### src/design/hct_pkg.sv
// ----------------------------------------------------------------------------
// hct_pkg: shared definitions for the horspool comparison tracer
// widths, register indexes, parameter defaults and the sequencer states
// ----------------------------------------------------------------------------
package hct_pkg;

    // parameter defaults
    localparam int MAX_PATTERN_DEF    = 16;
    localparam int POSITION_WIDTH_DEF = 32;

    // fixed field widths
    localparam int TEXT_BYTE_W       = 8;
    localparam int COMPARED_POS_W    = 32;
    localparam int LENGTH_REG_W      = 5;
    localparam int CFG_INDEX_W       = 2;
    localparam int CFG_DATA_W        = 64;
    localparam int PATTERN_REG_BYTES = 16;

    // configuration register indexes
    localparam logic [CFG_INDEX_W-1:0] CFG_IDX_PATTERN_LENGTH = 2'd0;
    localparam logic [CFG_INDEX_W-1:0] CFG_IDX_PATTERN_LOW    = 2'd1;
    localparam logic [CFG_INDEX_W-1:0] CFG_IDX_PATTERN_HIGH   = 2'd2;

    // sequencer states
    typedef enum logic [1:0] {
        ST_IDLE,
        ST_CMP,
        ST_SHIFT
    } t_state;

endpackage

### src/design/hct_text_if.sv
// ----------------------------------------------------------------------------
// hct_text_if: text byte channel
// valid/ready handshake carrying one text byte and its end-of-text flag
// ----------------------------------------------------------------------------
interface hct_text_if;
    logic                               valid;
    logic                               ready;
    logic [hct_pkg::TEXT_BYTE_W-1:0]    text_byte;
    logic                               end_of_text;

    modport source (output valid, output text_byte, output end_of_text, input ready);
    modport sink   (input valid, input text_byte, input end_of_text, output ready);
endinterface

### src/design/hct_result_if.sv
// ----------------------------------------------------------------------------
// hct_result_if: comparison result channel
// valid/ready handshake carrying one compared position and its run flags
// ----------------------------------------------------------------------------
interface hct_result_if;
    logic                                valid;
    logic                                ready;
    logic [hct_pkg::COMPARED_POS_W-1:0]  compared_position;
    logic                                window_matched;
    logic                                last_of_run;

    modport source (output valid, output compared_position, output window_matched,
                    output last_of_run, input ready);
    modport sink   (input valid, input compared_position, input window_matched,
                    input last_of_run, output ready);
endinterface

### src/design/hct_cfg_if.sv
// ----------------------------------------------------------------------------
// hct_cfg_if: configuration write channel
// valid/ready handshake carrying a register index and write data
// ----------------------------------------------------------------------------
interface hct_cfg_if;
    logic                              valid;
    logic                              ready;
    logic [hct_pkg::CFG_INDEX_W-1:0]   reg_index;
    logic [hct_pkg::CFG_DATA_W-1:0]    wr_data;

    modport source (output valid, output reg_index, output wr_data, input ready);
    modport sink   (input valid, input reg_index, input wr_data, output ready);
endinterface

### src/design/hct_ram.sv
// ----------------------------------------------------------------------------
// hct_ram: generic single-write, single-read synchronous ram
// one write port, one read port with registered read data
// ----------------------------------------------------------------------------
module hct_ram #(
    parameter int WIDTH = 8,
    parameter int DEPTH = 16
) (
    input  logic                                      i_clk,
    input  logic                                      i_wr_en,
    input  logic [((DEPTH > 1) ? $clog2(DEPTH) : 1)-1:0] i_wr_addr,
    input  logic [WIDTH-1:0]                          i_wr_data,
    input  logic [((DEPTH > 1) ? $clog2(DEPTH) : 1)-1:0] i_rd_addr,
    output logic [WIDTH-1:0]                          o_rd_data
);

    logic [WIDTH-1:0] r_mem [DEPTH];
    logic [WIDTH-1:0] r_rd_data;

    always_ff @(posedge i_clk) begin
        if (i_wr_en) begin
            r_mem[i_wr_addr] <= i_wr_data;
        end
        r_rd_data <= r_mem[i_rd_addr];
    end

    assign o_rd_data = r_rd_data;

endmodule

### src/design/horspool_comparison_tracer_top.sv
// ----------------------------------------------------------------------------
// horspool_comparison_tracer_top: horspool style comparison tracer
// streams text bytes against a configured pattern and reports each compare
// ----------------------------------------------------------------------------
// Text bytes arrive one per transaction on i_text. Every byte, unless the
// position counter has saturated, is stored in a small ring ram that holds
// the last MAX_PATTERN bytes. When a byte completes the current window, the
// window is compared with the pattern from right to left, one byte per cycle
// while the output is not stalled, and every compare produces one
// transaction on o_result with its 1-based text position; the run ends at
// the first mismatch or at a full match. The compared bytes are read by the
// single ram read port walking the window. Then the pattern is scanned for
// the last-occurrence shift, one pattern byte per cycle; after a full match
// the scan is skipped. Output stalls hold the compare run. No clearing pass
// is needed after reset: the ring is only read within the current text.
// Configuration may be written only while the block is idle.
// ----------------------------------------------------------------------------
module horspool_comparison_tracer_top #(
    parameter int MAX_PATTERN    = hct_pkg::MAX_PATTERN_DEF,
    parameter int POSITION_WIDTH = hct_pkg::POSITION_WIDTH_DEF
) (
    input  logic          i_clk,
    input  logic          i_rst_n,
    hct_text_if.sink      i_text,
    hct_result_if.source  o_result,
    hct_cfg_if.sink       i_cfg
);

    localparam int IDX_W = (MAX_PATTERN > 1) ? $clog2(MAX_PATTERN) : 1;
    localparam int LEN_W = $clog2(MAX_PATTERN + 1);
    localparam int PW    = POSITION_WIDTH;
    localparam logic [PW-1:0]    POS_MAX   = {PW{1'b1}};
    localparam logic [IDX_W-1:0] LAST_SLOT = IDX_W'(MAX_PATTERN - 1);
    localparam int PAT_W = 8 * hct_pkg::PATTERN_REG_BYTES;

    // effective pattern length: zero reads as one, clipped to the ring depth
    function automatic logic [LEN_W-1:0] eff_len(input logic [hct_pkg::LENGTH_REG_W-1:0] n);
        logic [LEN_W-1:0] l;
        if (n == '0) begin
            l = LEN_W'(1);
        end else if (n > MAX_PATTERN) begin
            l = LEN_W'(MAX_PATTERN);
        end else begin
            l = LEN_W'(n);
        end
        return l;
    endfunction

    // pattern byte i, bytes past the register file read as zero
    function automatic logic [7:0] pat_byte(input logic [PAT_W-1:0] pv,
                                            input logic [IDX_W-1:0] i);
        logic [IDX_W+3:0] ie;
        logic [7:0]       b;
        ie = {4'b0000, i};
        if (ie < (IDX_W + 4)'(hct_pkg::PATTERN_REG_BYTES)) begin
            b = pv[{ie[3:0], 3'b000} +: 8];
        end else begin
            b = 8'h00;
        end
        return b;
    endfunction

    function automatic logic [IDX_W-1:0] slot_next(input logic [IDX_W-1:0] s);
        return (s == LAST_SLOT) ? '0 : IDX_W'(s + IDX_W'(1));
    endfunction

    function automatic logic [IDX_W-1:0] slot_prev(input logic [IDX_W-1:0] s);
        return (s == '0) ? LAST_SLOT : IDX_W'(s - IDX_W'(1));
    endfunction

    // configuration registers
    logic [hct_pkg::LENGTH_REG_W-1:0] r_pattern_length, n_pattern_length;
    logic [hct_pkg::CFG_DATA_W-1:0]   r_pattern_low, n_pattern_low;
    logic [hct_pkg::CFG_DATA_W-1:0]   r_pattern_high, n_pattern_high;

    // sequencer and text state
    hct_pkg::t_state r_state, n_state;
    logic [PW-1:0]    r_count, n_count;       // bytes taken in this text
    logic [PW-1:0]    r_wend, n_wend;         // position of the window's last byte
    logic [IDX_W-1:0] r_wr_slot, n_wr_slot;   // ring slot for the next byte

    // compare run state
    logic [PW-1:0]    r_pos, n_pos;           // position under compare
    logic [IDX_W-1:0] r_slot, n_slot;         // its ring slot
    logic [IDX_W-1:0] r_idx, n_idx;           // its pattern index
    logic [7:0]       r_first, n_first;       // newest byte, forwarded around the ram
    logic             r_eot, n_eot;

    // shift scan state
    logic [7:0]       r_sym, n_sym;
    logic [IDX_W-1:0] r_scan, n_scan;
    logic [LEN_W-1:0] r_shift, n_shift;

    // output register
    logic                                r_out_valid, n_out_valid;
    logic [hct_pkg::COMPARED_POS_W-1:0]  r_out_pos, n_out_pos;
    logic                                r_out_full, n_out_full;
    logic                                r_out_last, n_out_last;

    // ram ports
    logic             ram_wr_en;
    logic [IDX_W-1:0] ram_rd_addr;
    logic [7:0]       ram_rd_data;

    logic [PAT_W-1:0] pv;
    logic [LEN_W-1:0] len;
    logic [IDX_W-1:0] len_m1;
    logic             in_fire, cfg_fire, stored, start_cmp;
    logic [7:0]       text_cur, cmp_pat;
    logic             eq, res_last, res_full, slot_free, emit;
    logic             scan_done, shift_hit;
    logic [PW:0]      shift_sum;
    logic [PW-1:0]    wend_sat;

    assign pv     = {r_pattern_high, r_pattern_low};
    assign len    = eff_len(r_pattern_length);
    assign len_m1 = IDX_W'(len - LEN_W'(1));

    // intake only between runs
    assign i_text.ready = (r_state == hct_pkg::ST_IDLE);
    assign i_cfg.ready  = 1'b1;
    assign in_fire      = i_text.valid && i_text.ready;
    assign cfg_fire     = i_cfg.valid && i_cfg.ready;

    // a byte is stored unless the position counter has saturated
    assign stored    = (r_count != POS_MAX);
    // window complete and not reaching before the start of the text
    assign start_cmp = stored && (r_count == r_wend) && !(r_count < PW'(len_m1));

    // current compare: the rightmost byte comes from the intake register
    assign text_cur  = (r_idx == len_m1) ? r_first : ram_rd_data;
    assign cmp_pat   = pat_byte(pv, r_idx);
    assign eq        = (text_cur == cmp_pat);
    assign res_full  = eq && (r_idx == '0);
    assign res_last  = !eq || (r_idx == '0);
    assign slot_free = !r_out_valid || o_result.ready;
    assign emit      = (r_state == hct_pkg::ST_CMP) && slot_free;

    // shift scan over pattern bytes 0 to len-2
    assign scan_done = ((int'(r_scan) + 1) >= int'(len));
    assign shift_hit = (pat_byte(pv, r_scan) == r_sym);
    assign shift_sum = {1'b0, r_wend} + (PW + 1)'(r_shift);
    assign wend_sat  = shift_sum[PW] ? POS_MAX : shift_sum[PW-1:0];

    // keep the read address on the current slot while stalled so the data holds
    assign ram_wr_en   = in_fire && stored;
    assign ram_rd_addr = (emit && !res_last) ? slot_prev(r_slot) : r_slot;

    hct_ram #(
        .WIDTH (8),
        .DEPTH (MAX_PATTERN)
    ) u_ring (
        .i_clk     (i_clk),
        .i_wr_en   (ram_wr_en),
        .i_wr_addr (r_wr_slot),
        .i_wr_data (i_text.text_byte),
        .i_rd_addr (ram_rd_addr),
        .o_rd_data (ram_rd_data)
    );

    // next state
    always_comb begin
        n_state = r_state;
        case (r_state)
            hct_pkg::ST_IDLE: begin
                if (in_fire && start_cmp) begin
                    n_state = hct_pkg::ST_CMP;
                end
            end
            hct_pkg::ST_CMP: begin
                if (emit && res_last) begin
                    n_state = hct_pkg::ST_SHIFT;
                end
            end
            hct_pkg::ST_SHIFT: begin
                if (scan_done) begin
                    n_state = hct_pkg::ST_IDLE;
                end
            end
            default: begin
                n_state = hct_pkg::ST_IDLE;
            end
        endcase
    end

    // datapath and outputs
    always_comb begin
        n_pattern_length = r_pattern_length;
        n_pattern_low    = r_pattern_low;
        n_pattern_high   = r_pattern_high;
        n_count          = r_count;
        n_wend           = r_wend;
        n_wr_slot        = r_wr_slot;
        n_pos            = r_pos;
        n_slot           = r_slot;
        n_idx            = r_idx;
        n_first          = r_first;
        n_eot            = r_eot;
        n_sym            = r_sym;
        n_scan           = r_scan;
        n_shift          = r_shift;
        n_out_valid      = r_out_valid;
        n_out_pos        = r_out_pos;
        n_out_full       = r_out_full;
        n_out_last       = r_out_last;

        // register writes; the user must write only while idle, the block does not enforce it
        if (cfg_fire) begin
            case (i_cfg.reg_index)
                hct_pkg::CFG_IDX_PATTERN_LENGTH: begin
                    n_pattern_length = i_cfg.wr_data[hct_pkg::LENGTH_REG_W-1:0];
                    if (r_count == '0) begin
                        n_wend = PW'(eff_len(i_cfg.wr_data[hct_pkg::LENGTH_REG_W-1:0])
                                      - LEN_W'(1));
                    end
                end
                hct_pkg::CFG_IDX_PATTERN_LOW: begin
                    n_pattern_low = i_cfg.wr_data;
                end
                hct_pkg::CFG_IDX_PATTERN_HIGH: begin
                    n_pattern_high = i_cfg.wr_data;
                end
                default: begin
                end
            endcase
        end

        if (o_result.ready) begin
            n_out_valid = 1'b0;
        end

        case (r_state)
            hct_pkg::ST_IDLE: begin
                if (in_fire) begin
                    if (stored) begin
                        n_count   = r_count + PW'(1);
                        n_wr_slot = slot_next(r_wr_slot);
                        if ((r_count == r_wend) && (r_count < PW'(len_m1))) begin
                            // length grew past the text seen so far
                            n_wend = PW'(len_m1);
                        end
                    end
                    if (start_cmp) begin
                        n_pos   = r_count;
                        n_slot  = r_wr_slot;
                        n_idx   = len_m1;
                        n_first = i_text.text_byte;
                        n_eot   = i_text.end_of_text;
                    end else if (i_text.end_of_text) begin
                        n_count   = '0;
                        n_wr_slot = '0;
                        n_wend    = PW'(len_m1);
                    end
                end
            end
            hct_pkg::ST_CMP: begin
                if (emit) begin
                    n_out_valid = 1'b1;
                    n_out_pos   = hct_pkg::COMPARED_POS_W'(r_pos + PW'(1));
                    n_out_full  = res_full;
                    n_out_last  = res_last;
                    if (res_last) begin
                        n_shift = len;
                        // full match skips the scan and keeps the length
                        n_scan  = res_full ? len_m1 : '0;
                        // first compare failed: window byte, else pattern's last byte
                        n_sym   = (r_idx == len_m1) ? text_cur : pat_byte(pv, len_m1);
                    end else begin
                        n_idx  = IDX_W'(r_idx - IDX_W'(1));
                        n_pos  = r_pos - PW'(1);
                        n_slot = slot_prev(r_slot);
                    end
                end
            end
            hct_pkg::ST_SHIFT: begin
                if (!scan_done) begin
                    if (shift_hit) begin
                        n_shift = LEN_W'(len - LEN_W'(1) - LEN_W'(r_scan));
                    end
                    n_scan = IDX_W'(r_scan + IDX_W'(1));
                end else begin
                    n_wend = wend_sat;
                    if (r_eot) begin
                        n_count   = '0;
                        n_wr_slot = '0;
                        n_wend    = PW'(len_m1);
                    end
                end
            end
            default: begin
            end
        endcase
    end

    always_ff @(posedge i_clk) begin
        if (!i_rst_n) begin
            r_state          <= hct_pkg::ST_IDLE;
            r_pattern_length <= hct_pkg::LENGTH_REG_W'(1);
            r_pattern_low    <= '0;
            r_pattern_high   <= '0;
            r_count          <= '0;
            r_wend           <= '0;
            r_wr_slot        <= '0;
            r_out_valid      <= 1'b0;
        end else begin
            r_state          <= n_state;
            r_pattern_length <= n_pattern_length;
            r_pattern_low    <= n_pattern_low;
            r_pattern_high   <= n_pattern_high;
            r_count          <= n_count;
            r_wend           <= n_wend;
            r_wr_slot        <= n_wr_slot;
            r_out_valid      <= n_out_valid;
        end
    end

    // payload registers, no reset
    always_ff @(posedge i_clk) begin
        r_pos      <= n_pos;
        r_slot     <= n_slot;
        r_idx      <= n_idx;
        r_first    <= n_first;
        r_eot      <= n_eot;
        r_sym      <= n_sym;
        r_scan     <= n_scan;
        r_shift    <= n_shift;
        r_out_pos  <= n_out_pos;
        r_out_full <= n_out_full;
        r_out_last <= n_out_last;
    end

    assign o_result.valid             = r_out_valid;
    assign o_result.compared_position = r_out_pos;
    assign o_result.window_matched    = r_out_full;
    assign o_result.last_of_run       = r_out_last;

    // a completed window always starts a compare run
    a_start_run: assert property (@(posedge i_clk) disable iff (!i_rst_n)
        (in_fire && start_cmp) |=> (r_state == hct_pkg::ST_CMP))
        else $error("completed window did not start a compare run");

    // a full match closes its run
    a_match_is_last: assert property (@(posedge i_clk) disable iff (!i_rst_n)
        (o_result.valid && o_result.window_matched) |-> o_result.last_of_run)
        else $error("window match reported on a result that is not last");

    // the compare index stays inside the pattern
    a_idx_range: assert property (@(posedge i_clk) disable iff (!i_rst_n)
        (r_state == hct_pkg::ST_CMP) |-> (r_idx <= len_m1))
        else $error("compare index past pattern length");

    // the shift scan stays inside the pattern
    a_scan_range: assert property (@(posedge i_clk) disable iff (!i_rst_n)
        (r_state == hct_pkg::ST_SHIFT) |-> (r_scan <= len_m1))
        else $error("shift scan index past pattern length");

endmodule

### src/flat_wrapper.sv
// flat-port wrapper written by rule: the top's interface ports become plain ports
module horspool_comparison_tracer_top_flat 
#(
    parameter int MAX_PATTERN    = hct_pkg::MAX_PATTERN_DEF,
    parameter int POSITION_WIDTH = hct_pkg::POSITION_WIDTH_DEF
)
  (i_clk, i_rst_n, i_text_valid, i_text_text_byte, i_text_end_of_text, i_text_ready, o_result_valid, o_result_compared_position, o_result_window_matched, o_result_last_of_run, o_result_ready, i_cfg_valid, i_cfg_reg_index, i_cfg_wr_data, i_cfg_ready);
  hct_text_if i_text_i ();
  hct_result_if o_result_i ();
  hct_cfg_if i_cfg_i ();
  input  logic i_clk;
  input  logic i_rst_n;
  input wire logic [$bits(i_text_i.valid)-1:0] i_text_valid;
  input wire logic [$bits(i_text_i.text_byte)-1:0] i_text_text_byte;
  input wire logic [$bits(i_text_i.end_of_text)-1:0] i_text_end_of_text;
  output wire logic [$bits(i_text_i.ready)-1:0] i_text_ready;
  output wire logic [$bits(o_result_i.valid)-1:0] o_result_valid;
  output wire logic [$bits(o_result_i.compared_position)-1:0] o_result_compared_position;
  output wire logic [$bits(o_result_i.window_matched)-1:0] o_result_window_matched;
  output wire logic [$bits(o_result_i.last_of_run)-1:0] o_result_last_of_run;
  input wire logic [$bits(o_result_i.ready)-1:0] o_result_ready;
  input wire logic [$bits(i_cfg_i.valid)-1:0] i_cfg_valid;
  input wire logic [$bits(i_cfg_i.reg_index)-1:0] i_cfg_reg_index;
  input wire logic [$bits(i_cfg_i.wr_data)-1:0] i_cfg_wr_data;
  output wire logic [$bits(i_cfg_i.ready)-1:0] i_cfg_ready;
  assign i_text_i.valid = i_text_valid;
  assign i_text_i.text_byte = i_text_text_byte;
  assign i_text_i.end_of_text = i_text_end_of_text;
  assign i_text_ready = i_text_i.ready;
  assign o_result_valid = o_result_i.valid;
  assign o_result_compared_position = o_result_i.compared_position;
  assign o_result_window_matched = o_result_i.window_matched;
  assign o_result_last_of_run = o_result_i.last_of_run;
  assign o_result_i.ready = o_result_ready;
  assign i_cfg_i.valid = i_cfg_valid;
  assign i_cfg_i.reg_index = i_cfg_reg_index;
  assign i_cfg_i.wr_data = i_cfg_wr_data;
  assign i_cfg_ready = i_cfg_i.ready;
  horspool_comparison_tracer_top #(.MAX_PATTERN(MAX_PATTERN), .POSITION_WIDTH(POSITION_WIDTH)) u_core (.i_clk(i_clk), .i_rst_n(i_rst_n), .i_text(i_text_i), .o_result(o_result_i), .i_cfg(i_cfg_i));
endmodule
### config.mk
export PLATFORM = sky130hd
export DESIGN_NAME = horspool_comparison_tracer_top_flat
export DESIGN_NICKNAME = d
export VERILOG_FILES = /design/src/design/hct_pkg.sv /design/src/design/hct_text_if.sv /design/src/design/hct_result_if.sv /design/src/design/hct_cfg_if.sv /design/src/design/hct_ram.sv /design/src/design/horspool_comparison_tracer_top.sv /design/src/flat_wrapper.sv
export SDC_FILE = /design/constraint.sdc
export NUM_CORES = 1
export LEC_CHECK = 0
export ABC_AREA = 1
export BUFFER_PORTS_ARGS = -buffer_cell sky130_fd_sc_hd__buf_2
export CELL_PAD_IN_SITES_DETAIL_PLACEMENT = 2
export CELL_PAD_IN_SITES_GLOBAL_PLACEMENT = 2
export CORE_UTILIZATION = 30
export DETAILED_ROUTE_END_ITERATION = 8
export GPL_TIMING_DRIVEN = 0
export PLACE_DENSITY = 0.7
export SLEW_MARGIN = 15
export SYNTH_ARGS = -nofsm -noshare
export SYNTH_HDL_FRONTEND = slang
export SYNTH_HIERARCHICAL = 1
export SYNTH_SLANG_ARGS = --single-unit
### constraint.sdc
create_clock -name i_clk -period 12.6 [get_ports i_clk]
set_input_delay 3.15 -clock i_clk [delete_from_list [all_inputs] [get_ports i_clk]]
set_output_delay 3.15 -clock i_clk [all_outputs]
set_load 0.02 [all_outputs]
Word level (Yosys, flattened, before mapping) --
Memory sizes are Yosys's and may differ from the RTL's. A register that Yosys moved wholly into a read port is not among the register bits. Index checks and enable logic that the tools add are counted.
Operators by class: order comparisons 4, add/sub/neg operators 12, equal/unequal tests 21, reduce and logical (&&, ||, !) cells 37, multiplexer cells 72, shift-type cells 3
Operator list (count):
- 2-to-1 mux 32 bit | 21
- variable part select 128 x 8 -> 8 bit | 3
- case mux 32 bit (2 select lines) | 3
- 2-to-1 mux 4 bit | 21
- adder 32 x 1 -> 32 bit, second input constant | 2
- 2-to-1 mux 5 bit | 11
- adder 32 x 5 -> 33 bit | 1
- == test 32 bit | 1
- >= comparator 32 x 6 -> 1 bit | 1
- zero test 32 bit | 1
- < comparator 32 x 4 -> 1 bit | 1
- != test 32 bit, second input constant | 1
- case mux 4 bit (2 select lines) | 4
- subtractor 32 x 1 -> 32 bit, second input constant | 1
- == test 8 bit | 2
- 2-to-1 mux 8 bit | 2
- != test 2 bit, second input constant | 6
- > comparator 5 bit, second input constant | 2
- logical AND 1 bit | 10
- zero test 5 bit | 2
- != test 2 x 1 -> 1 bit, second input constant | 5
- case mux 5 bit (2 select lines) | 1
- AND reduction 5 bit | 2
- AND reduction 3 bit | 3
- other kinds (20) | 42
Word-level totals: logic and storage cells 169, bits in registers 304, memory bits (writable) 128, memories 1
Memories:
- u_core.u_ring.r_mem | words 16, bits a word 8, rd ports 1, clocked after Yosys merged registers in 1, write ports 1, RTL line hct_ram.sv:17 | logic [WIDTH-1:0] r_mem [DEPTH];

Logic depth before layout (Yosys ltp) --
word-level depth 16, mapped depth 31, depth with buffers taken out 28

Modules after synthesis --
Netlist, hierarchy kept.
Modules (own cells, without submodules):
- horspool_comparison_tracer_top | sequential area each 7086.8 um^2, times used 1, area each 19100.8 um^2, cells an instance 2725
- hct_ram | sequential area each 4003.8 um^2, times used 1, area each 5766.8 um^2, cells an instance 551

Worst setup path before layout --
OpenSTA, ideal clock, no wires.
path type input port to flip-flop, start in o_result_ready, end reg u_core.r_idx[0] (enable), stages on the path 4, buffers on the path 0, data arrival time 7.064 ns, slack 5.085 ns, cells stage by stage nor2_1 > nor2_1 > o2bb2ai_1 > a21oi_1
Between the ends: word-level cells in the longest chain between the ends 4
Ends and longest elaborated chain:
- start: declaration | RTL line flat_wrapper.sv:21 | input wire logic [$bits(o_result_i.ready)-1:0] o_result_ready;
- logical OR 1 bit | RTL line horspool_comparison_tracer_top.sv:136 | assign slot_free = !r_out_valid || o_result.ready;
- logical AND 1 bit | RTL line horspool_comparison_tracer_top.sv:137 | assign emit = (r_state == hct_pkg::ST_CMP) && slot_free;
- != test 2 x 1 -> 1 bit (no source line)
- AND reduction 5 bit (no source line)
- end signal: assignment | RTL line horspool_comparison_tracer_top.sv:321 | r_idx <= n_idx;
- end: declaration | RTL line horspool_comparison_tracer_top.sv:85 | logic [IDX_W-1:0] r_idx, n_idx;
Every way passes these cells. A chain may end at the register's enable or synchronous reset.

Worst setup path after layout --
start reg u_core/r_pattern_length[2] (netlist name), end reg u_core.r_pos[27] (enable)
Between the ends: word-level cells in the longest chain between the ends 11
Ends and longest elaborated chain:
- start: declaration | RTL line horspool_comparison_tracer_top.sv:72 | logic [hct_pkg::LENGTH_REG_W-1:0] r_pattern_length, n_pattern_length;
- start signal: assignment | RTL line horspool_comparison_tracer_top.sv:298 | r_pattern_length <= hct_pkg::LENGTH_REG_W'(1);
- start signal: assignment | RTL line horspool_comparison_tracer_top.sv:307 | r_pattern_length <= n_pattern_length;
- > comparator 5 bit | RTL line horspool_comparison_tracer_top.sv:41 | end else if (n > MAX_PATTERN) begin
- 2-to-1 mux 5 bit | RTL line horspool_comparison_tracer_top.sv:41
- 2-to-1 mux 5 bit * | RTL line horspool_comparison_tracer_top.sv:39 | if (n == '0) begin
- subtractor 5 x 1 -> 5 bit * | RTL line horspool_comparison_tracer_top.sv:117 | assign len_m1 = IDX_W'(len - LEN_W'(1));
- branches (longest 6 deep; another with < comparator 32 x 4 -> 1 bit)
- AND reduction 5 bit (no source line) *
- end signal: assignment | RTL line horspool_comparison_tracer_top.sv:319 | r_pos <= n_pos;
- end: declaration | RTL line horspool_comparison_tracer_top.sv:83 | logic [PW-1:0] r_pos, n_pos;
Mark *: on every way between the ends.

==> load_flow_metrics.sql <==
INSERT INTO impl_metrics (metric_group, metric, value, unit) VALUES
('status', 'run_status', 'finished clean', ''),
('timing', 'final-setup-viol-count', '0', ''),
('timing', 'period_needed', '6.50', 'ns'),
('routing', 'detail_route.wirelength', '128000', 'microns'),
('synthesis', 'synth_simple_gate_area_frac', '0.252', ''),
('power', 'powerDensity', '203', 'nW/um^2'),
('power', 'p_switching', '0.00256', 'W'),
('routing', 'routedWlPerCell', '28.0', 'microns'),
('die', 'core_area', '82100', 'sq um'),
('routing', 'drc', '0', ''),
('synthesis', 'synth_xor_area_frac', '0.0327', ''),
('timing', 'whs', '0.504', 'ns'),
('synthesis', 'synth.lib_cells_used.distinct', '58', ''),
('grt', 'first_global_vias', '27000', ''),
('worst_setup_path', 'required', '12.97', 'ns'),
('power', 'combPwrFrac', '0.399', ''),
('placement', 'place_ws', '6.32', 'ns'),
('clocking', 'cts_setup_buffers', '0', ''),
('synthesis', 'number_of_instances_in_the_synthesized_netlist', '3276', ''),
('grt', 'grt_remaining_overflow', '0', ''),
('clocking', 'tritoncts_clock_tree', 'yes', ''),
('timing', 'unrepaired_setup_endpoints_after_global_routing', 'false', ''),
('timing', 'report.final.hold_viol_count', '0', ''),
('synthesis', 'yosys.cell_count.top_type', 'sky130_fd_sc_hd__nand2_1', ''),
('synthesis', 'adder_cell_fraction_of_synth_area', '0.0147', ''),
('clocking', 'cts.reportedPaths.clkPinSlew', '0.06', 'ns'),
('timing', 'final-max-slew-violation-count', '0', ''),
('clocking', 'clock_tree.htree_level_count', '2', ''),
('placement', 'routabilityCongestion', '0.988', ''),
('timing', 'transition_at_the_pin_with_the_smallest_max_transition_slack', '1.20', 'ns'),
('routing', 'antenna_left', '0', ''),
('synthesis', 'synth.area.top_cells', 'sky130_fd_sc_hd__edfxtp_1 28%, sky130_fd_sc_hd__dfxtp_1 17%, sky130_fd_sc_hd__nand2_1 9.9%, sky130_fd_sc_hd__o21ai_0 6.5%, sky130_fd_sc_hd__nand3_1 5.6%', ''),
('die', 'floorplan.initialDensity', '0.303', ''),
('worst_hold_path', 'hold_start', 'u_core/r_pattern_length[3]', ''),
('timing', 'skew', '0.0306', 'ns'),
('clocking', 'clock_sink_count', '440', ''),
('die', 'chipHeight', '290', 'microns'),
('placement', 'place_hpwl', '98400', 'microns'),
('routing', 'vias', '25200', ''),
('timing', 'finalWorstSetupSlack', '6.10', 'ns'),
('synthesis', 'synth_top_family_by_area', 'simple AND/OR/NAND/NOR gates', ''),
('clocking', 'cts_hold_buffers', '0', ''),
('synthesis', 'netlist_top_cells_count', '658 x sky130_fd_sc_hd__nand2_1, 356 x sky130_fd_sc_hd__inv_1, 322 x sky130_fd_sc_hd__o21ai_0', ''),
('power', 'static-leakage-power', '11.2', 'nW'),
('clocking', 'max-clock-path-buffers', '3', ''),
('synthesis', 'synth-seq-cells', '440', ''),
('power', 'power.internal', '0.00328', 'W'),
('timing', 'maxClockFrequency', '0.154', 'GHz'),
('flow_run', 'timing.max_cap.violations', '0', ''),
('die', 'floorplan.die.width', '290', 'microns'),
('worst_setup_path', 'timing.rr.start', 'u_core/r_pattern_length[2]', ''),
('synthesis', 'synth.cell_area', '24900', 'sq um'),
('synthesis', 'synth_area_per_cell', '7.59', 'sq um'),
('timing', 'max_slew_margin', '0.200', ''),
('cells_and_area', 'drive_above_1_share', '0.0978', ''),
('grt', 'grt_first_pass_wirelength', '185000', 'microns'),
('die', 'rows', '105', ''),
('routing', 'vias_per_cell', '5.51', ''),
('synthesis', 'yosysWarningCount', '6', ''),
('clocking', 'clk_root_buffer_cell', 'sky130_fd_sc_hd__clkbuf_16', ''),
('worst_setup_path', 'end_kind', 'register', ''),
('routing', 'initialDrtViolationCount', '1611', ''),
('synthesis', 'synth_top_area_share', '0.275', ''),
('cells_and_area', 'layout-area-overhead-vs-synth', '15.5', '%'),
('power', 'clock_power_share', '0.281', ''),
('grt', 'pin_count_of_the_biggest_net_entering_global_routing', '30', ''),
('synthesis', 'synth-edff-count', '228', ''),
('clocking', 'cts.repair.resized', '0', ''),
('synthesis', 'synth-compound-area-share', '0.162', ''),
('power', 'power.switching_fraction', '0.438', ''),
('worst_setup_path', 'critPathLaunch', 'u_core/r_pattern_length[2]', '');
[cell families (layout without fill, tap and decap cells)]
kind of cell               after synthesis  after routing
AOI/OAI and AO/OA                      728            728
xor gates and xnor gates                92             92
adders and majority gates               28             28
buffers and inverters                  570            791
and+or+nand+nor                       1417           1417
other                                    1              2
DFF                                    440            440
[metal layers]
layer	track usage	share of wire	vias up
met3	0.0378	0.043	228
met5	0	0.00010	-
met4	0.112	0.038	2
li1	-	-	11400
met2	0.512	0.48	649
met1	0.378	0.44	12900
[final cells by class]
class / instances / area [sq um]
Antenna cell: 1 / 2.50
Multi-Input combinational cell: 2266 / 11500
Buffer: 194 / 890
Tap cell: 1070 / 1340
Clock inverter: 38 / 372
Clock buffer: 66 / 1480
Sequential cell: 440 / 11100
Inverter: 376 / 1410
Fill cell: 9548 / 53400
Timing Repair Buffer: 117 / 646
[worst paths after layout]
kind / to / slack, ns / cells after the start
max: u_core/r_pos[27] / 6.10 / 21
min: u_core/r_pattern_length[3] / 0.50 / 2
max reg2reg: u_core/r_pos[27] / 6.10 / 21
min reg2reg: u_core/r_pattern_length[3] / 0.50 / 2
[worst max-delay path, stage by stage, from the launching register on]
cell and delay (ns):
sky130_fd_sc_hd__dfxtp_1 0.44, sky130_fd_sc_hd__nor2_2 0.09, sky130_fd_sc_hd__nand2_1 0.07, sky130_fd_sc_hd__nand2_1 0.06
sky130_fd_sc_hd__nand2_1 0.37, sky130_fd_sc_hd__clkbuf_1 0.55, sky130_fd_sc_hd__clkbuf_1 0.86, sky130_fd_sc_hd__ha_1 0.40
sky130_fd_sc_hd__xor2_2 0.24, sky130_fd_sc_hd__clkbuf_1 0.63, sky130_fd_sc_hd__buf_1 0.68, sky130_fd_sc_hd__ha_1 0.37
sky130_fd_sc_hd__inv_1 0.06, sky130_fd_sc_hd__nor2_1 0.04, sky130_fd_sc_hd__o22ai_1 0.23, sky130_fd_sc_hd__nand3_1 0.11
sky130_fd_sc_hd__nand2_1 0.12, sky130_fd_sc_hd__buf_6 0.18, sky130_fd_sc_hd__o2bb2ai_1 0.20, sky130_fd_sc_hd__a21oi_4 0.09
sky130_fd_sc_hd__buf_16 0.21, sky130_fd_sc_hd__buf_16 0.19
[state kept, by name, summed over array words and instances, names as in the netlist, 2 cells and up]
register / cells
u_core/r_first: 8
u_core/u_ring/r_mem: 128
u_core/o_result.compared_position: 32
u_core/r_slot: 4
u_core/r_pattern_high: 64
u_core/r_sym: 8
u_core/r_wend: 32
u_core/r_idx: 4
u_core/u_ring/o_rd_data: 8
u_core/r_pattern_low: 64
u_core/r_scan: 4
u_core/r_count: 32
u_core/r_wr_slot: 4
u_core/r_shift: 5
u_core/r_pos: 32
u_core/r_state: 2
u_core/r_pattern_length: 5
[layout by cell type (no fill, tap or decap), types with 56 or more instances in the layout]
cell type                     n
sky130_fd_sc_hd__nand2_1    658
sky130_fd_sc_hd__clkbuf_1   136
sky130_fd_sc_hd__edfxtp_1   228
sky130_fd_sc_hd__o211ai_1    88
sky130_fd_sc_hd__o21ai_0    322
sky130_fd_sc_hd__xor2_1      70
sky130_fd_sc_hd__dfxtp_1    212
sky130_fd_sc_hd__nor2_1     273
sky130_fd_sc_hd__a21oi_1    247
sky130_fd_sc_hd__inv_1      356
sky130_fd_sc_hd__buf_2      150
sky130_fd_sc_hd__nand4_1     69
sky130_fd_sc_hd__nand3_1    279
sky130_fd_sc_hd__clkbuf_16   56
[power by group through the flow]
stage	combinational, W	clock, W	sequential (W)
floorplan	0.00127	0	0.00189
global placement	0.00218	0	0.00190
detailed placement	0.00229	0	0.00190
CTS	0.00231	0.00168	0.00187
global route	0.00248	0.00173	0.00188
finish	0.00233	0.00164	0.00187
[metrics by stage]
stage / cell area, sq um / instances / utilization
final: 28700 / 4568 / 0.350
after global routing: 28700 / 4567 / 0.350
after CTS: 28700 / 4567 / 0.350
after detailed placement: 26900 / 4463 / 0.327
after global placement: 26800 / 4460 / 0.326
after floorplan: 24900 / 3276 / -
Power figures use the tool's default switching activity.
